<file path="src/rtl/core/ncs_pkg.sv">
// Shared types and constants for the nearest palette colour search block.
// No dependencies.
package ncs_pkg;

  localparam int unsigned PaletteEntriesDef = 256;
  localparam int unsigned ColourW           = 8;
  localparam int unsigned IndexW            = 8;
  localparam int unsigned IndexSpan         = 256;
  localparam int unsigned SquareW           = 16;
  localparam int unsigned DistW             = 23;

  localparam int unsigned WeightRed   = 30;
  localparam int unsigned WeightGreen = 59;
  localparam int unsigned WeightBlue  = 11;

  localparam logic CmdWrite = 1'b0;
  localparam logic CmdQuery = 1'b1;

  typedef struct packed {
    logic [ColourW-1:0] red;
    logic [ColourW-1:0] green;
    logic [ColourW-1:0] blue;
  } rgb_t;

endpackage

</file>
<file path="src/rtl/core/ncs_dist_unit.sv">
// Shared two-stage weighted squared distance unit, one palette entry per cycle.
// Depends on ncs_pkg.
module ncs_dist_unit (
  input  logic                       clk_i,
  input  logic                       rst_ni,
  input  logic                       valid_i,
  input  ncs_pkg::rgb_t              query_i,
  input  ncs_pkg::rgb_t              entry_i,
  output logic                       valid_o,
  output logic [ncs_pkg::DistW-1:0]  dist_o
);

  localparam int unsigned CW = ncs_pkg::ColourW;
  localparam int unsigned SW = ncs_pkg::SquareW;
  localparam int unsigned DW = ncs_pkg::DistW;

  logic [CW-1:0] dr, dg, db;
  logic [SW-1:0] sq_r_q, sq_g_q, sq_b_q;
  logic [DW-1:0] dist_d, dist_q;
  logic          v1_q, v2_q;

  assign dr = (query_i.red   > entry_i.red)   ? query_i.red   - entry_i.red
                                              : entry_i.red   - query_i.red;
  assign dg = (query_i.green > entry_i.green) ? query_i.green - entry_i.green
                                              : entry_i.green - query_i.green;
  assign db = (query_i.blue  > entry_i.blue)  ? query_i.blue  - entry_i.blue
                                              : entry_i.blue  - query_i.blue;

  assign dist_d = DW'(sq_r_q) * DW'(ncs_pkg::WeightRed)
                + DW'(sq_g_q) * DW'(ncs_pkg::WeightGreen)
                + DW'(sq_b_q) * DW'(ncs_pkg::WeightBlue);

  always_ff @(posedge clk_i) begin
    sq_r_q <= SW'(dr) * SW'(dr);
    sq_g_q <= SW'(dg) * SW'(dg);
    sq_b_q <= SW'(db) * SW'(db);
    dist_q <= dist_d;
  end

  always_ff @(posedge clk_i or negedge rst_ni) begin
    if (!rst_ni) begin
      v1_q <= 1'b0;
      v2_q <= 1'b0;
    end else begin
      v1_q <= valid_i;
      v2_q <= v1_q;
    end
  end

  assign valid_o = v2_q;
  assign dist_o  = dist_q;

endmodule

</file>
<file path="config.mk">
export PLATFORM = sky130hd
export DESIGN_NAME = ncs_dist_unit
export DESIGN_NICKNAME = d
export VERILOG_FILES = /design/src/rtl/core/ncs_pkg.sv /design/src/rtl/core/ncs_dist_unit.sv
export SDC_FILE = /design/constraint.sdc
export NUM_CORES = 1
export LEC_CHECK = 0
export BUFFER_PORTS_ARGS = -buffer_cell sky130_fd_sc_hd__buf_4
export CAP_MARGIN = 20
export CORE_MARGIN = 4
export CORE_UTILIZATION = 30
export CTS_CLUSTER_SIZE = 30
export DETAILED_ROUTE_END_ITERATION = 8
export PLACE_DENSITY_LB_ADDON = 0.08
export SETUP_SLACK_MARGIN = 0.02
export SLEW_MARGIN = 20
export SYNTH_ARGS = -nofsm -noshare
export SYNTH_HDL_FRONTEND = slang
export SYNTH_SLANG_ARGS = --single-unit
</file>
<file path="constraint.sdc">
create_clock -name clk_i -period 6.4 [get_ports clk_i]
set_clock_uncertainty 0.05 [all_clocks]
set_input_delay 0.96 -clock clk_i [delete_from_list [all_inputs] [get_ports clk_i]]
set_output_delay 0.96 -clock clk_i [all_outputs]
set_load 0.05 [all_outputs]
</file>
==> flow_metrics.py, run 1 <==
metrics = {
    "outcome": {
        "status": "completed",
    },
    "place": {
        "port_buffers": 74,
        "post-place-ws_ns": -0.275,
        "globalplace.congestion": 0.788,
        "hpwlAfterDp_um": 26800,
    },
    "clock_network": {
        "cts_tree": "done",
        "hold_buffers": 0,
        "cts_buffers": 9,
        "insertion_delay_ns": 0.35,
        "cts.sinks": 70,
        "path_clk_slew_ns": 0.05,
        "ctsRootBufferMaster": "clkbuf_16",
        "clk_path_buf_depth": 2,
        "h-tree-depth": 3,
    },
    "sta": {
        "fmax_mhz": 163,
        "setup_viol": 0,
        "finalHoldViolations": 0,
        "finalCritPeriodShare": 0.960,
        "timing.final.ws_setup_ns": 0.254,
        "finalCriticalPeriod_ns": 6.15,
        "rsz0062_at_grt": "yes",
        "drv_slew": 0,
    },
    "worst_setup_path": {
        "regToRegStartpoint": "sq_r_q[4]$_DFF_P_",
        "timing.rr.end": "dist_o[15]$_DFF_P_",
        "critPathMaxFanout": 7,
        "critical_path_class": "primary input to flop",
        "crit_path_end_kind": "flop",
        "start_kind": "primary input",
        "crit_arrival_ns": 6.36,
        "r2r_slack_ns": 0.38,
        "r2r.worst_path.cells": 25,
        "required_ns": 6.62,
    },
    "global_route": {
        "grt_pass1_wl_um": 53400,
        "grt-ovfl-total": 0,
        "grt_pass1_vias": 11200,
        "grt_usage": 0.127,
        "grt_max_degree": 13,
        "grt_antenna_before_repair": 0,
    },
    "die": {
        "initial_utilization": 0.305,
        "die_y_um": 223,
        "coreArea_sq_um": 45500,
        "ios": 75,
        "rows": 78,
        "fp.dieW_um": 223,
        "fp.dieArea_sq_um": 49700,
    },
    "synthesis": {
        "synth_ff_type": "dfxtp_1",
        "yosys.cell_types.count": 63,
        "synth_async_sr_flop_share": 0.0286,
        "synth-edff-count": 0,
        "postSynthCellCount": 1508,
        "ys_ff_latch": 70,
        "yosysSeqAreaShare": 0.102,
        "syn_avg_cell_area_sq_um": 9.18,
        "syn_area_sq_um": 13900,
        "synth_warnings": 0,
    },
    "min_path": {
        "hold_path_depth": 0,
        "hold_start": "v1_q$_DFF_PN0_",
        "hold_path_end": "valid_o$_DFF_PN0_",
        "hold_class": "flop to flop",
    },
    "flow_run": {
        "drv_cap": 0,
    },
    "drt": {
        "ant_nets": 0,
        "drt_iter0_markers": 259,
        "drt_pass1_iterations": 4,
        "num_vias": 10300,
        "avgRoutedWirePerCell_um": 12.4,
        "wl_um": 29700,
        "drc": 0,
        "viasPerCell": 4.31,
    },
    "layout": {
        "num_antenna_cells": 0,
        "layout-drive-gt1-share": 0.248,
        "final_nets": 2279,
        "fill_cells": 4691,
        "area_growth_pct": 26.9,
    },
}
[worst max-delay path by stage]
stage / startpoint / end / slack, ns / cells past startpoint
floorplan: query_i[0] / sq_b_q[15]$_DFF_P_ / 0.03 / 23
global route: query_i[0] / sq_b_q[12]$_DFF_P_ / -0.03 / 26
global placement: query_i[16] / sq_r_q[12]$_DFF_P_ / -0.21 / 26
finish: query_i[8] / sq_g_q[12]$_DFF_P_ / 0.25 / 26
detailed placement: query_i[16] / sq_r_q[14]$_DFF_P_ / -0.27 / 25
CTS: sq_r_q[2]$_DFF_P_ / dist_o[21]$_DFF_P_ / 0.03 / 26
[state kept, by name (all words and copies together), names as in the netlist]
signal	count
sq_r_q	15
v1_q	1
valid_o	1
dist_o	23
sq_g_q	15
sq_b_q	15
[layout make-up]
cell class                 instances  area [sq um]  share of cell area
timing repair buffer             286          2190               0.125
clock inverter                     5          81.3             0.00463
inverter                         402          1510              0.0860
tap                              600           751              0.0427
sequential                        70          1410              0.0804
multi-input combinational       1023         11400               0.647
clock buffer                      11           253              0.0144
[timing repair]
item	in CTS	in global routing
pin swaps	1	61
setup buffers	0	9
resized for setup	1	117
endpoints found under the setup margin	3	25
endpoints found under the hold margin	0	0
gates cloned	0	0
[Yosys cell counts (2+ instances only)]
cell type    n  share of area
xnor2_2      6         0.0070
a21oi_4      3         0.0035
nor3_1      13         0.0047
a31o_2       4         0.0025
clkbuf_1     6         0.0016
inv_2        3        0.00081
nor2_1      95          0.026
and3_1      10         0.0045
mux2i_4      2         0.0033
o21bai_1     9         0.0049
or2_1        8         0.0036
and4_1       4         0.0025
fa_1       211           0.30
o21ai_0     33          0.012
ha_1       225           0.20
nand2_1     32         0.0087
a211oi_1    10         0.0054
xor2_2       2         0.0023
a2111oi_0    2         0.0013
a21oi_1     79          0.029
o211ai_1     4         0.0022
nor2_2       2        0.00090
o22ai_1      5         0.0023
o21a_1      14         0.0076
a31oi_1     13         0.0059
nand2b_1    16         0.0072
a221oi_1     4         0.0025
buf_2       11         0.0040
a21o_2       2         0.0013
nand3_1      8         0.0029
dfxtp_1     68          0.098
mux2i_1     15          0.011
xor2_1      29          0.018
dfrtp_1      2         0.0036
a221oi_2     3         0.0033
nor2b_1      8         0.0036
xnor2_1     58          0.037
or2_2       14         0.0063
or3_1        4         0.0018
o2bb2ai_1    2         0.0013
inv_1      399           0.11
a21o_1      39          0.021
and2_1       3         0.0014
nand3b_1     4         0.0022
nand4_1      6         0.0027
[worst max-delay path, cell delays in order]
cell and delay [ns]:
buf_4 0.12, inv_4 0.05, ha_4 0.13, inv_2 0.03, fa_2 0.33, a21o_1 0.22
a221oi_4 0.34, a21oi_4 0.11, buf_6 0.14, mux2i_1 0.23, xnor2_2 0.11, buf_4 0.18
nor2_1 0.18, fa_1 0.48, fa_1 0.56, inv_1 0.05, fa_1 0.44, fa_1 0.50
inv_2 0.04, ha_4 0.21, inv_2 0.05, nor2_1 0.04, o31a_1 0.12, o22ai_2 0.14
or4b_4 0.47, o211ai_1 0.10
[metrics by stage]
step,hold slack [ns],cells,area (sq um),setup TNS (ns),utilization
after floorplan,0.281,1514,14000,0,-
after global placement,0.292,2372,16700,-2.23,0.368
after detailed placement,0.289,2372,16700,-2.96,0.368
after CTS,0.310,2388,17100,0,0.375
after global routing,0.313,2397,17600,-0.0257,0.387
final,0.302,2397,17600,0,0.387
[placed cells by master (no fill, tap or decap), types with 5 or more instances in the layout]
cell type  instances
a211oi_1           8
a21o_1            39
a21oi_1           59
a21oi_2           18
a21oi_4            5
a31oi_1           12
and3_1             8
buf_4            278
buf_6              6
clkbuf_16          9
conb_1             7
dfxtp_1           67
fa_1             202
fa_2               9
ha_1             210
ha_2               7
ha_4               8
inv_1            388
inv_2             13
mux2i_1            6
mux2i_2            8
nand2_1           32
nand2b_1          14
nand3_1            7
nand4_1            6
nor2_1            92
nor2b_1            7
nor3_1             9
o21a_1            14
o21ai_0           19
o21ai_1           11
o21bai_1           9
or2_1              6
or2_2             11
or2_4              6
xnor2_1           54
xnor2_2            9
xor2_1            27
[routing by layer]
layer  global-route usage  vias to the layer above  wire length, um
li1                     -                     5270                -
met1                0.179                     4989            14900
met2                0.216                       64            14200
met3               0.0149                       12              493
met4               0.0175                        0              189
met5                    0                        -                0
[cells by family after synthesis]
logic type / after synthesis / share of synthesized area
buffers and inverters: 421 / 0.116
xor gates and xnor gates: 96 / 0.0664
and+or+nand+nor: 231 / 0.0813
adders and majority gates: 436 / 0.508
muxes: 18 / 0.0151
AOI/OAI and AO/OA: 235 / 0.111
DFF: 70 / 0.102
other: 1 / 0.000271
Power of run 1 is not shown: default switching activity piles up to over one toggle a cycle in this logic, so the estimate is an artifact.
==> inputs of run 2 (changes only) <==
--- a/config.mk
+++ b/config.mk
@@ -5,8 +5,10 @@
 export SDC_FILE = /design/constraint.sdc
 export NUM_CORES = 1
 export LEC_CHECK = 0
+export ABC_CLOCK_PERIOD_IN_PS = 6400
 export BUFFER_PORTS_ARGS = -buffer_cell sky130_fd_sc_hd__buf_4
 export CAP_MARGIN = 20
+export CORE_ASPECT_RATIO = 1.25
 export CORE_MARGIN = 4
 export CORE_UTILIZATION = 30
 export CTS_CLUSTER_SIZE = 30
==> run 2 against run 1 <==
Effect of this change: worst hold slack improved by 0.0032 ns; cell count fell by 1.2%; via count fell by 1.0%; fmax barely moved; count of clock-buffer cells in the layout did not move; critical endpoint is now sq_b_q[15]$_DFF_P_; worst setup slack barely moved.
==> flow_metrics.py, run 2 (synthesized netlist as in run 1, its figures left out) <==
metrics = {
    "min_path": {
        "hold_class": "flop to flop",
    },
    "clock_network": {
        "hold_buffers": 0,
        "insertion_delay_ns": 0.35,
        "cts.sinks": 70,
        "clk_path_buf_depth": 2,
        "ctsRootBufferMaster": "clkbuf_16",
        "cts_buffers": 9,
        "h-tree-depth": 3,
        "path_clk_slew_ns": 0.06,
        "cts_tree": "done",
    },
    "drt": {
        "wl_um": 30000,
        "viasPerCell": 4.32,
        "drc": 0,
        "avgRoutedWirePerCell_um": 12.7,
        "drt_pass1_iterations": 4,
        "drt_iter0_markers": 161,
        "ant_nets": 0,
        "num_vias": 10200,
    },
    "sta": {
        "setup_viol": 0,
        "drv_slew": 0,
        "fmax_mhz": 163,
        "finalCritPeriodShare": 0.960,
        "max-slew-margin-rel": 0.639,
        "finalCriticalPeriod_ns": 6.15,
        "worstMarginPinSlew_ns": 0.536,
        "holdWs_ns": 0.305,
        "rsz0062_at_grt": "yes",
        "finalHoldViolations": 0,
    },
    "worst_setup_path": {
        "crit_path_end_kind": "flop",
        "critPathMaxFanout": 7,
        "path_common_cell": "inv_1",
        "critPathSlowestCell": "fa_1",
        "crit_arrival_ns": 6.37,
        "crit_buf_inv": 6,
        "start_kind": "primary input",
        "cp_slowest_stage_delay_ns": 0.54,
        "critical_path_class": "primary input to flop",
        "required_ns": 6.63,
        "crit_family": "adder cells",
    },
    "layout": {
        "fin_area_sq_um": 17300,
        "final_nets": 2273,
        "num_antenna_cells": 0,
        "layout-drive-gt1-share": 0.236,
        "area_growth_pct": 25.2,
        "largest_reg_flops": 23,
        "final_common_cell": "inv_1",
        "final_cell_mix": "inv_1, buf_4, ha_1",
    },
    "global_route": {
        "grt_antenna_before_repair": 0,
        "grt-ovfl-total": 0,
        "grt_max_degree": 13,
        "grt_pass1_vias": 11200,
        "grt_usage": 0.126,
        "grt_pass1_wl_um": 51900,
    },
    "die": {
        "die_y_um": 248,
        "initial_utilization": 0.305,
        "coreArea_sq_um": 45400,
        "rows": 87,
        "ios": 75,
        "fp.dieArea_sq_um": 49700,
        "fp.dieW_um": 200,
    },
    "place": {
        "hpwlAfterDp_um": 27500,
        "port_buffers": 74,
        "post_dp_cell_area_sq_um": 16600,
        "globalplace.congestion": 0.803,
    },
    "outcome": {
        "status": "completed",
    },
    "flow_run": {
        "drv_cap": 0,
    },
}
==> run 2: through the flow <==
step	cells	util	setup slack [ns]	TNS (ns)
after global routing	2369	0.382	-0.0404	-0.164
after CTS	2354	0.372	0.0253	0
after global placement	2338	0.366	-0.301	-2.56
final	2369	0.382	0.254	0
after detailed placement	2338	0.366	-0.358	-3.62
after floorplan	1514	-	0.0308	0
==> run 2: routing by layer <==
metal,up-vias,GRT usage,part of all wire
met3,24,0.0104,0.013
li1,5252,-,-
met1,4886,0.145,0.43
met5,-,0,0
met4,0,0.0369,0.018
met2,67,0.248,0.54
==> run 2: worst register-to-register path, cell delays in order (launching register included) <==
cell and delay, ns:
dfxtp_4 0.37, inv_1 0.06, fa_1 0.49, fa_1 0.49, inv_1 0.06, ha_4 0.28
nand2_1 0.05, o21ai_0 0.21, a21oi_1 0.13, buf_4 0.17, xnor2_1 0.14, fa_1 0.53
inv_1 0.06, fa_1 0.49, fa_1 0.50, inv_1 0.04, ha_1 0.32, a21oi_1 0.23
o211ai_1 0.14, o211ai_1 0.19, buf_4 0.15, a211oi_1 0.07, buf_4 0.15, or3_1 0.36
a21oi_2 0.16, xnor2_1 0.13
==> run 2: final timing paths <==
check                                   from                  to  slack [ns]  depth (start not counted)
max reg2reg                sq_r_q[2]$_DFF_P_  dist_o[20]$_DFF_P_        0.31                         25
min in group asynchronous             rst_ni   valid_o$_DFF_PN0_        0.32                          1
min reg2reg                   v1_q$_DFF_PN0_   valid_o$_DFF_PN0_        0.31                          0
max                               query_i[0]  sq_b_q[15]$_DFF_P_        0.25                         25
min                           v1_q$_DFF_PN0_   valid_o$_DFF_PN0_        0.31                          0
max in group asynchronous             rst_ni      v1_q$_DFF_PN0_        5.89                          1
==> run 2: cell type report <==
class | count | area (sq um)
fillers | 4636 | 28000
multi-input cells | 1023 | 11300
repair buffers | 280 | 2130
inverters | 402 | 1510
flip-flops and latches | 70 | 1420
well taps | 578 | 723
clock buffers | 11 | 253
clock inverters | 5 | 33.8
==> run 2: repair_timing <==
| item | in CTS | in global routing |
|---|---|---|
| gates resized for setup | 0 | 85 |
| buffers inserted | 0 | 15 |
| hold endpoints to repair | 0 | 0 |
| setup endpoints to repair | 0 | 25 |
Power of run 2 is left out for the same reason.
